[config.mk]
export PLATFORM = sky130hd
export DESIGN_NAME = tbt_queue
export DESIGN_NICKNAME = d
export VERILOG_FILES = /design/src/rtl/tbt_queue.sv
export SDC_FILE = /design/constraint.sdc
export NUM_CORES = 1
export LEC_CHECK = 0
export BUFFER_PORTS_ARGS = -buffer_cell sky130_fd_sc_hd__buf_2
export CORE_AREA = 2 2 59 84
export CTS_CLUSTER_SIZE = 28
export DETAILED_ROUTE_END_ITERATION = 7
export DIE_AREA = 0 0 61 86
export GPL_TIMING_DRIVEN = 0
export PLACE_DENSITY = 0.68
export SLEW_MARGIN = 20
export SYNTH_ARGS = -nofsm -noshare
export SYNTH_HDL_FRONTEND = slang
export SYNTH_SLANG_ARGS = --single-unit
[constraint.sdc]
create_clock -name clk -period 4.15 [get_ports clk]
set_input_delay 0.415 -clock clk [delete_from_list [all_inputs] [get_ports clk]]
set_output_delay 0.415 -clock clk [all_outputs]
set_load 0.05 [all_outputs]
[src/rtl/tbt_queue.sv]
`timescale 1ns / 1ps
// ----------------------------------------------------------------------------
// tbt_queue: small FIFO between front and back
// Two entries of decoded work; push and pop are independent.
// ----------------------------------------------------------------------------
module tbt_queue #(
  parameter int W = 24
) (
  input  logic         clk,
  input  logic         rst_n,
  input  logic         push,
  input  logic [W-1:0] wdata,
  output logic         full,
  input  logic         pop,
  output logic [W-1:0] rdata,
  output logic         empty
);
  logic [W-1:0] ent_r [2];
  logic         wp_r;
  logic         rp_r;
  logic [1:0]   cnt_r;

  assign full  = cnt_r == 2'd2;
  assign empty = cnt_r == 2'd0;
  assign rdata = ent_r[rp_r];

  always_ff @(posedge clk) begin
    if (!rst_n) begin
      wp_r  <= 1'b0;
      rp_r  <= 1'b0;
      cnt_r <= 2'd0;
    end else begin
      if (push && !full) wp_r <= ~wp_r;
      if (pop && !empty) rp_r <= ~rp_r;
      case ({push && !full, pop && !empty})
        2'b10:   cnt_r <= cnt_r + 2'd1;
        2'b01:   cnt_r <= cnt_r - 2'd1;
        default: cnt_r <= cnt_r;
      endcase
    end
  end

  always_ff @(posedge clk) begin
    if (push && !full) ent_r[wp_r] <= wdata;
  end

endmodule

---- Yosys cells after proc, flatten, opt, wreduce, memory -nomap -nowiden ----
Memory sizes are Yosys's and may differ from the RTL's. A register that Yosys moved wholly into a read port is not among the register bits.
Index checks and enable logic that the tools add are counted.
operators by class
  add/sub/neg operators ................... 2
  eq/ne operators ......................... 3
  multiplexer cells ....................... 5
  bitwise gates (word level) .............. 2
  reduce and logical (&&, ||, !) cells .... 6
operator list
  operator                                                                number
  2-bit equality test (second input constant)                             2
  1-bit 2-to-1 mux                                                        4
  2-bit case mux with 2 select lines                                      1
  2-bit by 1-bit adder with 2-bit output (second input constant)          1
  2-bit by 1-bit equality test with 1-bit output (second input constant)  1
  1-bit logical AND                                                       2
  1-bit zero test                                                         2
  2-bit zero test                                                         1
  1-bit NOT                                                               2
  2-bit nonzero test                                                      1
  2-bit by 1-bit subtractor with 2-bit output (second input constant)     1
storage, ports and cells
  flip-flop bits (word level) ............. 4
  RAM bits ................................ 48
  input bits .............................. 28
  output and inout bits ................... 26
  logic and storage cells ................. 22
  memories kept ........................... 1
memories
  memory  depth  width  read ports  clocked after Yosys merged registers in  write ports  line  text
  ent_r   2      24     1           1                                        1            18    logic [W-1:0] ent_r [2];

---- Depth between registers and ports, before layout ----
Gate-level depths: netlist (run 1).
  word-level depth ........................ 5
  mapped depth ............................ 6
  mapped depth without buffers ............ 6

---- Worst setup path before layout (run 1) ----
OpenSTA, ideal clock, no wires.
  path type ............................... reg-to-reg
  start point ............................. register cnt_r[0]
  end point ............................... memory ent_r[0][0], enable pin
  library setup time ...................... 0.379 ns
  arrival ................................. 1.497 ns
  data required time ...................... 3.771 ns
  setup slack ............................. 2.274 ns
  cell stages (with the launch flop) ...... 5
  path buffers ............................ 0
  period minus slack after synthesis ...... 1.876 ns
  path through ............................ dfxtp_1 > nand2b_2 > inv_2 > or3_1 > inv_1
between the ends
  word-level cells in the longest chain between the ends .. 5
RTL lines
  element                                 line  text
  from (decl)                             21    logic [1:0] cnt_r;
  from (signal assigned)                  36    2'b10: cnt_r <= cnt_r + 2'd1;
  from (signal assigned)                  37    2'b01: cnt_r <= cnt_r - 2'd1;
  from (signal assigned)                  38    default: cnt_r <= cnt_r;
  2-bit equality test                     23    assign full = cnt_r == 2'd2;
  named net full                          13    output logic full,
  1-bit zero test                         44    if (push && !full) ent_r[wp_r] <= wdata;
  1-bit logical AND                       44
  1-bit 2-to-1 mux                        44
  1-bit 2-to-1 mux (not written as such)  44
  to (decl)                               18
The timed path passes the listed nets, and every way through them passes these cells.

---- Worst setup path in the final report (run 1) ----
  start point ............................. register cnt_r[0]
  end point ............................... memory ent_r[0][19], enable pin
between the ends
  word-level cells in the longest chain between the ends .. 5
RTL lines
  element                                 line
  2-bit equality test                     23
  1-bit zero test                         44
  1-bit logical AND                       44
  1-bit 2-to-1 mux                        44
  1-bit 2-to-1 mux (not written as such)  44
No other way between the ends.

==> results of run 1 <==
through the flow:
| stage | power [W] | instances | utilization (%) |
|---|---|---|---|
| final | 0.00179 | 224 | 54.7 |
| after global routing | 0.00186 | 224 | 54.7 |
| after CTS | 0.00181 | 224 | 54.7 |
| after detailed placement | 0.00142 | 216 | 51.7 |
| after global placement | 0.00140 | 216 | 51.7 |
| after floorplan | 0.00127 | 101 | - |
routing by layer:
metal | track usage [%] | up-vias
li1 | - | 501
met1 | 10.9 | 520
met2 | 23.2 | 34
met3 | 4.07 | 6
met4 | 4.74 | 0
met5 | 0 | -
cells in the final DEF (no fill, tap or decap):
cell,count
bufinv_16,2
xnor2_1,3
nor2_1,1
ha_1,1
mux2_2,24
edfxtp_1,48
inv_1,2
or3_1,2
nand2_1,1
clkinv_2,1
a21boi_1,2
dfxtp_1,5
and3_2,1
and2_1,1
clkbuf_8,5
o21a_1,1
nand2b_2,1
o21ai_0,2
inv_2,1
buf_2,56
nor2b_1,2
registers in the layout (all words and copies together) (netlist names), named ones only:
signal	cells
cnt_r	2
ent_r	48
rp_r	1
wp_r	1
path summary, 6_finish.rpt:
path                         start                endpoint  slack [ns]  cells past startpoint
max          cnt_r[0]$_SDFFE_PN0P_  ent_r[0][19]$_DFFE_PP_        2.09                      4
min                      wdata[21]  ent_r[1][21]$_DFFE_PP_        0.30                      1
max reg2reg  cnt_r[0]$_SDFFE_PN0P_  ent_r[0][19]$_DFFE_PP_        2.09                      4
min reg2reg      wp_r$_SDFFE_PN0P_       wp_r$_SDFFE_PN0P_        0.50                      2
power groups by stage:
| stage | Combinational (W) | Sequential [W] | Clock [W] |
|---|---|---|---|
| floorplan | 0.000563 | 0.000710 | 0 |
| global placement | 0.000688 | 0.000714 | 0 |
| detailed placement | 0.000700 | 0.000721 | 0 |
| CTS | 0.000702 | 0.000708 | 0.000402 |
| global route | 0.000732 | 0.000715 | 0.000417 |
| finish | 0.000690 | 0.000706 | 0.000391 |
area by class of cell:
cell class	instances	area share (%)
multi-input combinational	42	16.2
tap	62	3.18
clock inverter	3	2.67
clock buffer	5	2.82
timing repair buffer	53	10.9
inverter	3	0.461
buffer	3	0.615
sequential	53	63.1
worst max-delay path, delay by kind of cell, from the launching register on:
kind	cells	cell delay (ns)
buffers and inverters	2	0.74
flip-flops	1	0.44
AND/OR/NAND/NOR	2	0.50
cells by family (layout without fill, tap and decap cells):
| logic type | Yosys count | in the layout | synth area share, % |
|---|---|---|---|
| mux | 24 | 24 | 13.8 |
| xor+xnor | 3 | 3 | 1.34 |
| simple gates | 9 | 9 | 2.74 |
| fa+ha+maj | 1 | 1 | 0.637 |
| compound gates | 5 | 5 | 1.66 |
| buf+inv | 6 | 67 | 1.34 |
| flops | 53 | 53 | 78.5 |
==> impl_metrics.tcl, run 1 <==
set metrics [dict create \
    finalCriticalPeriod_ns 2.06 \
    setup_tns_ns 0 \
    syn_inst 101 \
    slew_headroom_pct 37.4 \
    clkLatencyLatePin_ns 0.29 \
    ctsLongestPathBuffers 2 \
    syn-cell-area_um2 1960 \
    cts_buffers 5 \
    die_w_um 61 \
    max-cap-violations 0 \
    cp-end-kind "flip-flop" \
    clock.fmax_mhz 485 \
    ir_drop_uv 556 \
    hold_slack_ns 0.304 \
    drtAntennaViolNets 0 \
    dr_wl_met3_um 176 \
    synth.distinct_cells 18 \
    p_int_w 0.00112 \
    worst_slew_pin_slew_ns 0.938 \
    fin_crit_sh_pct 49.6 \
    cp_max_fo 24 \
    syn-num-nets 130 \
    drtPass1Iterations 4 \
    num_vias 1061 \
    htree_levels 2 \
    cts_resized 0 \
    skew_ns 0.00321 \
    cp.arrival_ns 1.98 \
    diodes 0 \
    ios 54 \
    post_cts_buffers 0 \
    powerDensity_nw_per_um2 732 \
    maxUsedRoutingLayer "met4" \
    overflow 0 \
    grt_pass1_wl_um 4550 \
    worstHoldPathType "primary input to flip-flop" \
    wl_met2_um 1730 \
    floorplan.die_area_um2 5250 \
    post-route-cell-area_um2 2440 \
    dp_hpwl_um 2190 \
    routed_via_density 4.74 \
    synth_top_area_share_pct 73.4 \
    clockPowerShare_pct 21.9 \
    grtUsageTotal_pct 12.1 \
    regArea_um2 1540 \
    seq_power_share_pct 39.5 \
    hold_buffers 0 \
    synthFlopType "edfxtp_1" \
    async_reset_ff_share_pct 0 \
    multi_input_area_um2 397 \
    clockRootBuffer "clkbuf_8" \
    drt-met1-wl_um 1040 \
    synth_most_common_cell "edfxtp_1" \
    coreArea_um2 4460 \
    crit_path_max_incr_delay_ns 0.70 \
    worstPathCellList "nand2b_2, inv_2, or3_1, inv_1" \
    synth_seq_cells 53 \
    first_global_vias 1063 \
    initial_core_util_pct 44.0 \
    setup_viol 0 \
    switching_share_pct 37.4 \
    synth_edf_count 48 \
    drt_iter0_markers 21 \
    status "completed" \
    nFillCells 384 \
    crit_type "flip-flop to flip-flop" \
    critPathRequiredTime_ns 4.07 \
    fp-row-count 29 \
    layout_setup_ws_ns 2.09 \
    clkSlewWorstSetupHoldPaths_ns 0.08 \
    synth.area.top_cells "edfxtp_1 73%, mux2_2 14%, dfxtp_1 5.1%" \
    ys_warn_count 0 \
    drcViolationCount 0 \
    layout.nets 190 \
    io_buffers 53 \
    wl_um 3010 \
    p_comb_share_pct 38.6 \
    layout-drive-gt1-share_pct 56.2 \
    cts_tree "built" \
    die_h_um 86 \
    switchingPower_w 0.000668 \
    gp_congestion 0.619 \
    area_growth_syn_to_layout_pct 24.3 \
    rsz0062_at_grt "false" \
    antenna_found_initial 0 \
    dp_slack_ns 2.06 \
    wl_per_cell_um 13.4 \
    clock-sinks 53 \
    slowest_stage "inv_1" \
    post_dp_cell_area_um2 2310 \
    cp-start-kind "flip-flop" \
    hold_violations 0 \
    ys_seq_area_share_pct 78.5 \
    finalMaxSlewViolations 0 \
    synth.largest_area_cell "edfxtp_1" \
    synth_common_cells "48 x edfxtp_1, 24 x mux2_2, 5 x dfxtp_1" \
    syn_avg_cell_area_um2 19.4 \
    grt_start_max_net_pins 25 \
    p_leak_nw 0.934 \
]
(Power assumes the default switching activity.)
==> inputs of run 2 (changes only) <==
- clock period: 4.15 -> 2.1 ns (I/O delays scaled with it)
==> run 2 against run 1 <==
Net effect:
- utilization is 0.084 points higher
- count of clock-buffer cells in the layout stayed put
- total power grew 98%
- worst hold slack worse by 0.20 ns
- critical path type is now flip-flop to output port
==> impl_metrics.tcl, run 2 (same netlist as run 1, synthesis figures left out) <==
set metrics [dict create \
    worst_slew_pin_slew_ns 0.580 \
    powerDensity_nw_per_um2 1450 \
    antenna_found_initial 0 \
    diodes 0 \
    cts_buffers 5 \
    fp-row-count 29 \
    multi_input_area_um2 397 \
    cts_tree "built" \
    drtAntennaViolNets 0 \
    cp-start-kind "flip-flop" \
    io_buffers 53 \
    clockRootBuffer "clkbuf_8" \
    clock-sinks 53 \
    critical_path.most_common_cell "buf_2" \
    clkLatencyLatePin_ns 0.29 \
    ctsLongestPathBuffers 2 \
    ios 54 \
    rsz0062_at_grt "false" \
    routed_via_density 4.72 \
    drt_iter0_markers 17 \
    final_common_cell "buf_2" \
    die_h_um 86 \
    ir_drop_uv 980 \
    dp_slack_ns 0.00793 \
    slowest_stage "mux2_2" \
    num_vias 1057 \
    grt_pass1_wl_um 4580 \
    timing.rr.end "ent_r[0][17]$_DFFE_PP_" \
    worstHoldPathType "primary input to flip-flop" \
    die_w_um 61 \
    reg2regPathDepth 4 \
    layout-drive-gt1-share_pct 56.8 \
    coreArea_um2 4460 \
    post-route-cell-area_um2 2440 \
    area_growth_syn_to_layout_pct 24.5 \
    skew_ns 0.00341 \
    hold_depth 1 \
    finalCriticalPeriod_ns 1.82 \
    grt_start_max_net_pins 25 \
    p_leak_nw 0.928 \
    final_cell_mix "56 x buf_2, 48 x edfxtp_1, 24 x mux2_2, 5 x dfxtp_1, 5 x clkbuf_8" \
    setup_viol 0 \
    hold_start "wdata[21]" \
    slew_headroom_pct 61.3 \
    r2r_slack_ns 0.31 \
    htree_levels 2 \
    timing.rr.start "cnt_r[0]$_SDFFE_PN0P_" \
    overflow 0 \
    hold_slack_ns 0.0988 \
    cp.arrival_ns 1.61 \
    nFillCells 383 \
    reg_top3 "ent_r x48, cnt_r x2" \
    floorplan.die_area_um2 5250 \
    largest-register "ent_r" \
    clock.fmax_mhz 549 \
    clkSlewWorstSetupHoldPaths_ns 0.08 \
    grtUsageTotal_pct 12.2 \
    gp_congestion 0.619 \
    max-cap-violations 0 \
    finalMaxSlewViolations 0 \
    wl_per_cell_um 13.5 \
    setup_tns_ns 0 \
    status "completed" \
    total_power_w 0.00354 \
    cp_max_fo 10 \
    min_to "ent_r[1][21]$_DFFE_PP_" \
    worstPathCellList "buf_2, buf_2, mux2_2, buf_2" \
    dp_hpwl_um 2190 \
    regArea_um2 1540 \
    fin_crit_sh_pct 86.7 \
    crit_path_max_incr_delay_ns 0.36 \
    first_global_vias 1068 \
    crit_type "flip-flop to output port" \
    critPathRequiredTime_ns 1.89 \
    drtPass1Iterations 4 \
    wl_um 3020 \
    post_dp_cell_area_um2 2310 \
    cp-end-kind "output port" \
    cts_resized 1 \
    initial_core_util_pct 44.0 \
    drcViolationCount 0 \
    hold_violations 0 \
    post_cts_buffers 0 \
    largest_reg_flops 48 \
    hold_buffers 0 \
    layout.nets 190 \
    layout_setup_ws_ns 0.279 \
]
## run 2: per-stage QoR
stage	util (%)	std cells
after floorplan	-	101
after global placement	51.7	216
after detailed placement	51.7	216
after CTS	54.8	224
after global routing	54.8	224
final	54.8	224
## run 2: critical path: cells and delay by family, from the launching register on
family,cells,cell delay [ns]
buffers and inverters,3,0.64
multiplexers,1,0.36
flip-flops,1,0.31
## run 2: routing by layer
layer | GRT usage, % | vias to the layer above | part of all wire (%)
li1 | - | 501 | -
met1 | 10.9 | 514 | 34
met2 | 23.4 | 36 | 58
met3 | 4.07 | 6 | 5.9
met4 | 4.74 | 0 | 1.8
met5 | 0 | - | 0
## run 2: layout make-up
cell class                      count  area share [%]
Sequential cell                    53            63.1
Multi-Input combinational cell     42            16.2
Timing Repair Buffer               53            10.8
Tap cell                           62            3.17
Clock buffer                        5            2.81
Clock inverter                      3            2.66
Buffer                              3           0.614
Inverter                            3           0.614
## run 2: power by group
group | leakage (nW) | switching (W) | internal [W]
sequential | 0.490 | 0.0000574 | 0.00134
clock | 0.0681 | 0.000300 | 0.000473
combinational | 0.369 | 0.000967 | 0.000402
## run 2: how the worst max path moves through the flow
stage	startpoint	slack [ns]	end	cells past startpoint
after floorplan	cnt_r[0]$_SDFFE_PN0P_	0.22	ent_r[0][0]$_DFFE_PP_	4
after global placement	cnt_r[0]$_SDFFE_PN0P_	0.09	ent_r[0][14]$_DFFE_PP_	4
after detailed placement	cnt_r[0]$_SDFFE_PN0P_	0.008	ent_r[0][13]$_DFFE_PP_	4
after CTS	cnt_r[0]$_SDFFE_PN0P_	0.12	ent_r[1][21]$_DFFE_PP_	2
after global routing	flip-flop	0.19	rdata[13]	4
final	flip-flop	0.28	rdata[13]	4
