[config.mk]
export PLATFORM = sky130hd
export DESIGN_NAME = tbt_front
export DESIGN_NICKNAME = d
export VERILOG_FILES = /design/src/rtl/tbt_pkg.sv /design/src/rtl/tbt_div.sv /design/src/rtl/tbt_front.sv
export SDC_FILE = /design/constraint.sdc
export NUM_CORES = 1
export LEC_CHECK = 0
export BUFFER_PORTS_ARGS = -buffer_cell sky130_fd_sc_hd__clkbuf_2
export CELL_PAD_IN_SITES_DETAIL_PLACEMENT = 0
export CELL_PAD_IN_SITES_GLOBAL_PLACEMENT = 2
export CORE_UTILIZATION = 40
export CTS_CLUSTER_DIAMETER = 30
export DETAILED_ROUTE_END_ITERATION = 10
export PLACE_DENSITY = 0.95
export SETUP_SLACK_MARGIN = 0.1
export SLEW_MARGIN = 20
export SYNTH_ARGS = -nofsm -noshare
export SYNTH_HDL_FRONTEND = slang
export SYNTH_SLANG_ARGS = --single-unit
[constraint.sdc]
create_clock -name clk -period 7.5 [get_ports clk]
set_input_delay 0.375 -clock clk [delete_from_list [all_inputs] [get_ports clk]]
set_output_delay 0.375 -clock clk [all_outputs]
set_load 0.02 [all_outputs]
[src/rtl/tbt_pkg.sv]
`timescale 1ns / 1ps
// ----------------------------------------------------------------------------
// tbt_pkg: shared types and constants
// Configuration bundle, register indexes, command codes and small helpers
// used by the tiled Bernsen threshold block.
// ----------------------------------------------------------------------------
package tbt_pkg;

  localparam int IMG_W  = 12;
  localparam int CFG_AW = 5;
  localparam int CFG_DW = 32;

  localparam logic [2:0] REG_IMAGE_WIDTH    = 3'd0;
  localparam logic [2:0] REG_IMAGE_HEIGHT   = 3'd1;
  localparam logic [2:0] REG_TILES_ACROSS   = 3'd2;
  localparam logic [2:0] REG_TILES_DOWN     = 3'd3;
  localparam logic [2:0] REG_CONTRAST_LIMIT = 3'd4;

  localparam logic CMD_GATHER    = 1'b0;
  localparam logic CMD_THRESHOLD = 1'b1;

  // One store lane: max in the upper byte, min in the lower byte.
  localparam logic [15:0] LANE_RESET = 16'h00FF;

  typedef struct packed {
    logic [11:0] image_width;
    logic [11:0] image_height;
    logic [4:0]  tiles_across;
    logic [4:0]  tiles_down;
    logic [7:0]  contrast_limit;
  } tbt_cfg_t;

  // Effective tile count: zero acts as one, values above the limit saturate.
  function automatic logic [6:0] eff_tiles(input logic [4:0] t, input logic [6:0] lim);
    logic [6:0] r;
    r = {2'b00, t};
    if (t == 5'd0) r = 7'd1;
    else if ({2'b00, t} > lim) r = lim;
    return r;
  endfunction

  // Dividend whose quotient by the extent gives the subtile of position p.
  function automatic logic [19:0] part_num(input logic [10:0] p, input logic [7:0] n);
    logic [19:0] r;
    r = 20'(20'({1'b0, p} + 12'd1) * 20'(n)) - 20'd1;
    return r;
  endfunction

endpackage

[src/rtl/tbt_div.sv]
`timescale 1ns / 1ps
// ----------------------------------------------------------------------------
// tbt_div: shared restoring divider
// One quotient bit per cycle; done pulses for one cycle with the quotient.
// ----------------------------------------------------------------------------
module tbt_div #(
  parameter int NW = 20
) (
  input  logic                       clk,
  input  logic                       rst_n,
  input  logic                       start,
  input  logic [NW-1:0]              num,
  input  logic [tbt_pkg::IMG_W-1:0]  den,
  output logic                       done,
  output logic [NW-1:0]              quo
);
  import tbt_pkg::*;

  localparam int CW = $clog2(NW + 1);

  logic              busy_r;
  logic              done_r;
  logic [CW-1:0]     cnt_r;
  logic [IMG_W-1:0]  rem_r;
  logic [IMG_W-1:0]  den_r;
  logic [NW-1:0]     quo_r;
  logic [IMG_W:0]    trial;
  logic              ge;
  logic [IMG_W-1:0]  rem_nxt;

  always_comb begin
    trial   = {rem_r, quo_r[NW-1]};
    ge      = trial >= {1'b0, den_r};
    rem_nxt = ge ? IMG_W'(trial - {1'b0, den_r}) : trial[IMG_W-1:0];
  end

  always_ff @(posedge clk) begin
    if (!rst_n) begin
      busy_r <= 1'b0;
      done_r <= 1'b0;
      cnt_r  <= '0;
    end else begin
      done_r <= 1'b0;
      if (start) begin
        busy_r <= 1'b1;
        cnt_r  <= CW'(NW);
      end else if (busy_r) begin
        cnt_r <= cnt_r - 1'b1;
        if (cnt_r == CW'(1)) begin
          busy_r <= 1'b0;
          done_r <= 1'b1;
        end
      end
    end
  end

  always_ff @(posedge clk) begin
    if (start) begin
      rem_r <= '0;
      quo_r <= num;
      den_r <= den;
    end else if (busy_r) begin
      rem_r <= rem_nxt;
      quo_r <= {quo_r[NW-2:0], ge};
    end
  end

  assign done = done_r;
  assign quo  = quo_r;

endmodule

[src/rtl/tbt_front.sv]
`timescale 1ns / 1ps
// ----------------------------------------------------------------------------
// tbt_front: input word decode
// Accepts words, finds the subtile (gather) or tile (threshold) with the
// shared divider and pushes the decoded work into the queue.
// ----------------------------------------------------------------------------
module tbt_front #(
  parameter int MAX_TILES_X = 16,
  parameter int MAX_TILES_Y = 16,
  parameter int SXW         = 5,
  parameter int SYW         = 5,
  parameter int QW          = 22
) (
  input  logic             clk,
  input  logic             rst_n,
  input  tbt_pkg::tbt_cfg_t cfg,
  input  logic             in_tvalid,
  output logic             in_tready,
  input  logic [31:0]      in_tdata,
  input  logic [1:0]       in_tuser,
  output logic             q_push,
  output logic [QW-1:0]    q_data,
  input  logic             q_full
);
  import tbt_pkg::*;

  localparam int GXW = $clog2(2 * MAX_TILES_X + 1);
  localparam int GYW = $clog2(2 * MAX_TILES_Y + 1);
  localparam int GMW = (GXW > GYW) ? GXW : GYW;
  localparam int NW  = IMG_W + GMW;

  localparam logic [3:0] F_IDLE = 4'd0;
  localparam logic [3:0] F_G1   = 4'd1;
  localparam logic [3:0] F_G2   = 4'd2;
  localparam logic [3:0] F_T1   = 4'd3;
  localparam logic [3:0] F_T2   = 4'd4;
  localparam logic [3:0] F_T3   = 4'd5;
  localparam logic [3:0] F_T4   = 4'd6;
  localparam logic [3:0] F_T5   = 4'd7;
  localparam logic [3:0] F_PUSH = 4'd8;

  logic [3:0]       st_r, st_nxt;
  logic             cmd_r, fs_r, upd_r, pass_r;
  logic [7:0]       pix_r;
  logic [10:0]      col_r, row_r;
  logic [IMG_W-1:0] tw_r, th_r;
  logic [SXW-1:0]   a_r;
  logic [SYW-1:0]   b_r;

  logic [6:0]       tx_n, ty_n;
  logic [7:0]       gx, gy;
  logic [7:0]       in_pix;
  logic [10:0]      in_col, in_row;
  logic             in_cmd, in_fs, in_img, pass;
  logic             div_start, div_done;
  logic [NW-1:0]    div_num, div_quo;
  logic [IMG_W-1:0] div_den;

  assign tx_n   = eff_tiles(cfg.tiles_across, 7'(MAX_TILES_X));
  assign ty_n   = eff_tiles(cfg.tiles_down, 7'(MAX_TILES_Y));
  assign gx     = {tx_n, 1'b0};
  assign gy     = {ty_n, 1'b0};
  assign in_pix = in_tdata[7:0];
  assign in_col = in_tdata[18:8];
  assign in_row = in_tdata[29:19];
  assign in_cmd = in_tuser[0];
  assign in_fs  = in_tuser[1];
  assign in_img = ({1'b0, in_col} < cfg.image_width) && ({1'b0, in_row} < cfg.image_height);
  assign pass   = (tw_r == '0) || (th_r == '0) ||
                  (19'(col_r) >= 19'(tw_r) * 19'(tx_n)) ||
                  (19'(row_r) >= 19'(th_r) * 19'(ty_n));

  tbt_div #(.NW(NW)) u_div (
    .clk   (clk),
    .rst_n (rst_n),
    .start (div_start),
    .num   (div_num),
    .den   (div_den),
    .done  (div_done),
    .quo   (div_quo)
  );

  always_comb begin
    st_nxt    = st_r;
    div_start = 1'b0;
    div_num   = '0;
    div_den   = '0;
    case (st_r)
      F_IDLE: begin
        if (in_tvalid) begin
          if (in_cmd == CMD_GATHER) begin
            if (in_img) begin
              div_start = 1'b1;
              div_num   = NW'(part_num(in_col, gx));
              div_den   = cfg.image_width;
              st_nxt    = F_G1;
            end else begin
              st_nxt = F_PUSH;
            end
          end else begin
            div_start = 1'b1;
            div_num   = NW'(cfg.image_width);
            div_den   = IMG_W'(tx_n);
            st_nxt    = F_T1;
          end
        end
      end
      F_G1: begin
        if (div_done) begin
          div_start = 1'b1;
          div_num   = NW'(part_num(row_r, gy));
          div_den   = cfg.image_height;
          st_nxt    = F_G2;
        end
      end
      F_G2: if (div_done) st_nxt = F_PUSH;
      F_T1: begin
        if (div_done) begin
          div_start = 1'b1;
          div_num   = NW'(cfg.image_height);
          div_den   = IMG_W'(ty_n);
          st_nxt    = F_T2;
        end
      end
      F_T2: if (div_done) st_nxt = F_T3;
      F_T3: begin
        if (pass) begin
          st_nxt = F_PUSH;
        end else begin
          div_start = 1'b1;
          div_num   = NW'(col_r);
          div_den   = tw_r;
          st_nxt    = F_T4;
        end
      end
      F_T4: begin
        if (div_done) begin
          div_start = 1'b1;
          div_num   = NW'(row_r);
          div_den   = th_r;
          st_nxt    = F_T5;
        end
      end
      F_T5: if (div_done) st_nxt = F_PUSH;
      F_PUSH: if (!q_full) st_nxt = F_IDLE;
      default: st_nxt = F_IDLE;
    endcase
  end

  always_ff @(posedge clk) begin
    if (!rst_n) st_r <= F_IDLE;
    else        st_r <= st_nxt;
  end

  always_ff @(posedge clk) begin
    case (st_r)
      F_IDLE: begin
        if (in_tvalid) begin
          cmd_r  <= in_cmd;
          fs_r   <= in_fs;
          pix_r  <= in_pix;
          col_r  <= in_col;
          row_r  <= in_row;
          upd_r  <= in_img;
          pass_r <= 1'b0;
        end
      end
      F_G1: if (div_done) a_r <= SXW'(div_quo);
      F_G2: if (div_done) b_r <= SYW'(div_quo);
      F_T1: if (div_done) tw_r <= IMG_W'(div_quo);
      F_T2: if (div_done) th_r <= IMG_W'(div_quo);
      F_T3: pass_r <= pass;
      F_T4: if (div_done) a_r <= SXW'(div_quo);
      F_T5: if (div_done) b_r <= SYW'(div_quo);
      default: ;
    endcase
  end

  assign in_tready = st_r == F_IDLE;
  assign q_push    = (st_r == F_PUSH) && !q_full;
  assign q_data    = {cmd_r, upd_r && (cmd_r == CMD_GATHER),
                      fs_r && (cmd_r == CMD_GATHER), pass_r, pix_r, a_r, b_r};

endmodule

# Yosys cells after proc, flatten, opt, wreduce, memory -nomap -nowiden
# Cells that the tools add are included.
# word_totals
regBits	121
output_inout_bits	24
wordCells	130
# classes
addsub	6
n_mul	4
order_cmp	7
n_eq_ne	16
muxes	48
bitwise	3
reduce_logical	27
# op_table
cell	count
$mux 18	6
$mux 12	8
$pmux 18 s5	1
$pmux 12 s5	1
$mux 4	10
$ge 11x19->1	2
$mul 12x7->19	2
$sub 18x1->18 const B	2
$mul 12x5->17	2
$pmux 4 s8	1
$mux 5	6
$add 11x1->12 const B	2
$logic_not 12->1	2
$lt 11x12->1	2
$mux 11	2
$eq 4x3->1 const B	4
$ge 13x12->1	1
$reduce_and 2->1	6
$sub 12x12->12	1
$gt 5x5->1 const B	2
$logic_not 5->1	2
$mux 1	10
$ne 2x1->1 const B	5
$eq 4x2->1 const B	2
other kinds (17)	29

# Depth between registers and ports, before layout
# depth
ltp_word	10
mapped_depth	28
ltp_nobuf	26

# By module
# Synthesis repeated with hierarchy kept, for this count alone.
# hier_totals
hier_cells	1757
hier_area_um2	15871.5
# modules_own_cells
mod	instances	cells_each	area_per_inst_um2	seq_area_each_um2
tbt_front	1	1524	13244.0	2122.0
tbt_div	1	233	2627.5	1281.2

# Worst setup path before layout
# OpenSTA, ideal clock, no wires.
# synth_timing
path_type	input to register
from	input port cfg[17] (netlist bit)
to	register u_div.quo_r[0], in the netlist u_div.quo[0] (enable)
setup_ns	0.377
arrival_ns	6.154
required_ns	7.123
path_slack_ns	0.969
cell_stages	27
cell_sequence	clkbuf_1 nor2b_1 clkbuf_1 nand2_1 fa_1 inv_1 ha_1 inv_1 fa_1 fa_1 inv_1 ha_1 o21a_1 o31a_1 o21ai_0 nand2b_1 xnor2_1 ha_1 a21o_1 a21oi_1 o211ai_1 a31oi_1 nor4_4 nor4b_4 nor2b_2 buf_6 nand2b_1
# synth_between
elab_chain_cells	10
word_cells_on_any_way	11
classes_between	1 x mul; 2 x order compare; 4 x mux; 4 x reduce/logical
# synth_lines
item	line_no	rtl
start: declaration	tbt_front.sv:16	input tbt_pkg::tbt_cfg_t cfg,
$gt 5x5->1	tbt_pkg.sv:38	else if ({2'b00, t} > lim) r = lim;
$mux 5	tbt_pkg.sv:38	
$mux 5 *	tbt_pkg.sv:37	if (t == 5'd0) r = 7'd1;
$mul 12x7->19 *	tbt_front.sv:70	(19'(col_r) >= 19'(tw_r) * 19'(tx_n)) ||
$ge 11x19->1 *	tbt_front.sv:70	
$logic_or 1x1->1 *	tbt_front.sv:69	assign pass = (tw_r == '0) || (th_r == '0) ||
$logic_or 1x1->1 *	tbt_front.sv:70	
$mux 1 *	tbt_front.sv:127	if (pass) begin
$pmux 1 s3 *	tbt_front.sv:88	case (st_r)
$reduce_bool 2->1 (no source line) *	-	
end signal: assignment	tbt_div.sv:60	quo_r <= num;
end signal: assignment	tbt_div.sv:64	quo_r <= {quo_r[NW-2:0], ge};
end: declaration	tbt_div.sv:26	logic [NW-1:0] quo_r;
# Every way passes the cells marked *; elsewhere a longest branch is shown, timed or not.
# A chain may end at the register's enable or synchronous reset.

# Final worst setup path
# layout_timing
from	register row_r[0]
to	register u_div.quo_r[17], in the netlist u_div.quo[17] (data pin)
# layout_between
elab_chain_cells	6
word_cells_on_any_way	10
classes_between	2 x add/sub; 1 x mul; 1 x order compare; 5 x mux; 1 x reduce/logical
# layout_lines
item	line_no	rtl
start: declaration	tbt_front.sv:45	logic [10:0] col_r, row_r;
start signal: assignment	tbt_front.sv:163	row_r <= in_row;
$add 11x1->12	tbt_pkg.sv:45	r = 20'(20'({1'b0, p} + 12'd1) * 20'(n)) - 20'd1;
$mul 12x5->17	tbt_pkg.sv:45	
$sub 18x1->18	tbt_pkg.sv:45	
$mux 18	tbt_front.sv:109	if (div_done) begin
$pmux 18 s5	tbt_front.sv:88	
$mux 18 *	tbt_div.sv:58	if (start) begin
# Marks and branches as above.

==> out/qor.csv <==
metric,value,unit
synth_ff_type,edfxtp_1,
setup.worst_path.class,register to register,
period_minus_slack,6.42,ns
multi_input_gate_area_in_the_final_layout,10900,um^2
max_cap_violations,0,
tritoncts_num_sinks,121,
final_layout_size_suffix_gt1_share,9.11,%
critical_path.n_buffers_inverters,1,
postSynthNetCount,2133,
synth_top_family_by_area,adder cells,
setup_slack_after_layout,1.08,ns
timing_worst_slew_pin_value,1.02,ns
place.detailed.hpwl,34300,um
grtUsageTotal,21.9,%
clock_tree.htree_level_count,4,
worst-endpoint-required,7.68,ns
critical-path-slowest-cell,edfxtp_1,
port_buffers,93,
critical_path.cell_chain,ha_1 -> nand3_1 -> xnor2_1 -> nand2_1 -> fa_1 -> inv_1 -> fa_1 -> fa_1 -> ha_1 -> or3_1 -> or3_1 -> o211ai_1 -> o21bai_1 -> a21oi_1 -> xor2_1 -> and2_1 -> nor4bb_1 -> xnor2_1 -> a221o_1,
timing.hold.worst.class,input port to register,
post_drt_wl_per_cell,17.7,um
cp-start-kind,register,
drt_pre_antenna_iters,7,
fin_setup_tns,0,ns
grt_first_pass_wirelength,67200,um
antennaDiodeCount,0,
number_of_endpoints_with_negative_hold_slack_in_the_final_report,0,
placeable_area,37800,um^2
reg2reg_setup_slack,1.08,ns
via_count_of_the_first_global_routing_pass,12600,
synth_xor_area_share,5.55,%
synth_largest_area_cell,edfxtp_1,
number_of_synthesized_flops_with_an_enable_pin,98,
seq_area_frac_synth,22.0,%
ff2ff_path_depth,19,
yosys.area_share.simple,18.8,%
ctsHoldBuffers,0,
drt_iter0_markers,955,
critical_path.top_delay_family,adder cells,
endpoint_kind,register,
antenna_violating_nets_left,0,
synth_async_sr_flop_share,0,%
syn_avg_cell_area,8.86,um^2
chipHeight,199,um
largest_net_degree_at_the_start_of_global_routing,37,
worst_hold_path.endpoint,pix_r[1]$_DFFE_PP_,
whs_path_depth,1,
core.rowCount,71,
cts_tree,yes,
die_area,39500,um^2
worst_skew_pair.late_latency,0.43,ns
boundaryPins,104,
vdd_drop_max,0.210,mV
clock_skew,0.0126,ns
floorplan.initialDensity,40.9,%
num_cts_buffers,17,
ctsResizeCount,0,
wirelength,41800,um
synthMuxAreaShare,1.56,%
remaining_drc_errors,0,
regToRegEndpoint,u_div.quo[17]$_DFFE_PP_,
holdCritStartpoint,in_tdata[1],
mappedNetlistArea,15500,um^2
critPathMaxFanout,10,
netlist_top_cells_area,"edfxtp_1 19%, fa_1 16%, ha_1 15%",
route.detailed.vias_per_inst,5.47,
grt-ovfl-total,0,
netlist_instances,1746,
yosys.area_share.adder,30.7,%
worst_ep_arrival_time,6.59,ns
detailroute.via_count,12900,
synth_most_common_cell,inv_1,
delay_of_the_slowest_critical_path_stage,0.65,ns
fill_cells,3787,
yosysTopAreaCellShare,19.0,%
power-per-cell-area,255,nW/um^2
grt_antenna_before_repair,0,
r2r_start,row_r[0]$_DFFE_PP_,
fin_crit_sh,85.5,%
area_growth,10.9,%
finalSetupViolCount,0,
clockRootBuffer,clkbuf_16,
complex_gate_fraction_of_the_synthesized_area,14.0,%
nNetsFinal,2219,
hold-worst-slack,0.119,ns
synthDistinctLibCells,75,
synthTopCellsByCount,"242 x inv_1, 205 x nand2_1, 186 x ha_1",
dp_worst_setup_slack,0.633,ns
total_leakage_power,8.05,nW
unrepaired_setup_endpoints_after_global_routing,no,
post-cts-setup-buffer-count,0,
ys_ff_latch,121,
clk_pin_slew,0.06,ns
floorplan.die.width,199,um
timing.fmax,156,MHz
ctsLongestPathBuffers,2,
slew-limit-headroom,31.1,%
routabilityCongestion,0.892,
status,"finished, final reports clean",
timing_max_transition_violations_final,0,
area.sequential,3400,um^2
yosys_warnings,0,
timing.critical_path.mode_cell,fa_1,
-- how the worst max path moves through the flow --
stage	from	end	slack (ns)	cells past startpoint
2_1_floorplan	cfg[17]	u_div.quo[0]$_DFFE_PP_	0.97	27
3_3_place_gp	in_tdata[9]	u_div.quo[17]$_DFFE_PP_	0.75	23
3_5_place_dp	in_tdata[9]	u_div.quo[17]$_DFFE_PP_	0.63	23
4_1_cts	row_r[0]$_DFFE_PP_	u_div.quo[17]$_DFFE_PP_	1.06	19
5_1_grt	row_r[0]$_DFFE_PP_	u_div.quo[17]$_DFFE_PP_	0.56	18
6_report	row_r[0]$_DFFE_PP_	u_div.quo[17]$_DFFE_PP_	1.08	19
-- final cells by class --
| class | instances | share of cell area (%) |
|---|---|---|
| well taps | 511 | 3.73 |
| flip-flops and latches | 121 | 19.8 |
| clock buffers | 18 | 2.50 |
| repair buffers | 120 | 4.04 |
| clock inverters | 14 | 0.853 |
| inverters | 243 | 5.35 |
| multi-input cells | 1329 | 63.7 |
-- placed cells by master, fill, tap and decap left out, drive strengths merged, types with 6 or more instances in the layout --
cell	Yosys	final
a21o	21	21
nand4	9	9
a211o	7	7
nor2	91	91
o21ai	78	78
o221ai	8	8
o2111ai	9	9
and2	105	105
nor4	13	13
or3	6	6
nand2b	21	21
inv	243	246
a22oi	7	7
clkbuf	47	111
nor2b	26	26
o211a	12	12
and3	13	13
buf	5	27
a21oi	61	61
nor3	38	38
o21a	14	14
edfxtp	98	98
xnor2	67	67
a222oi	20	20
dfxtp	23	23
mux2i	20	20
a221o	7	7
fa	121	121
o21bai	9	9
nand3	35	35
o211ai	24	24
ha	186	186
xor2	31	31
clkinv	0	8
nand2	205	205
-- flip-flops by register name, summed over array words and instances, names as in the netlist --
register and flops:
cmd_r 1, u_div.cnt_r 5, th_r 12, u_div.done 1, pix_r 8, tw_r 12
b_r 5, u_div.quo 18, row_r 11, col_r 11, fs_r 1, pass_r 1
u_div.busy_r 1, u_div.den_r 12, a_r 5, st_r 4, u_div.rem_r 12, upd_r 1
-- power by group --
| group | leakage [nW] | switching, W | total [W] | internal, W |
|---|---|---|---|---|
| Clock | 0.280 | 0.000332 | 0.000822 | 0.000490 |
| Sequential | 1.11 | 0.000203 | 0.00120 | 0.000999 |
| Combinational | 6.66 | 0.00140 | 0.00236 | 0.000959 |
-- stage by stage --
step                cell area (um^2)  utilization [%]  power (W)  std cells
finish                         17200             45.3    0.00438       2356
global route                   17200             45.3    0.00474       2356
CTS                            17200             45.3    0.00439       2356
detailed placement             16600             43.8    0.00355       2324
global placement               16600             43.8    0.00350       2324
floorplan                      15500                -    0.00292       1746
-- cell families (layout without fill, tap and decap cells) --
group / after synthesis / in the layout
compound gates: 314 / 314
buf+inv: 296 / 395
flops: 121 / 121
simple gates: 587 / 587
xor+xnor: 98 / 98
mux: 23 / 23
fa+ha+maj: 307 / 307
-- layer usage --
| layer | up-vias | global-route usage [%] | wire length [um] |
|---|---|---|---|
| li1 | 6152 | - | - |
| met3 | 62 | 3.10 | 2650 |
| met5 | - | 0 | 0 |
| met4 | 0 | 6.15 | 1000 |
| met1 | 6239 | 30.0 | 18800 |
| met2 | 433 | 35.9 | 19300 |
No activity file was read; power rests on OpenSTA's default activity.
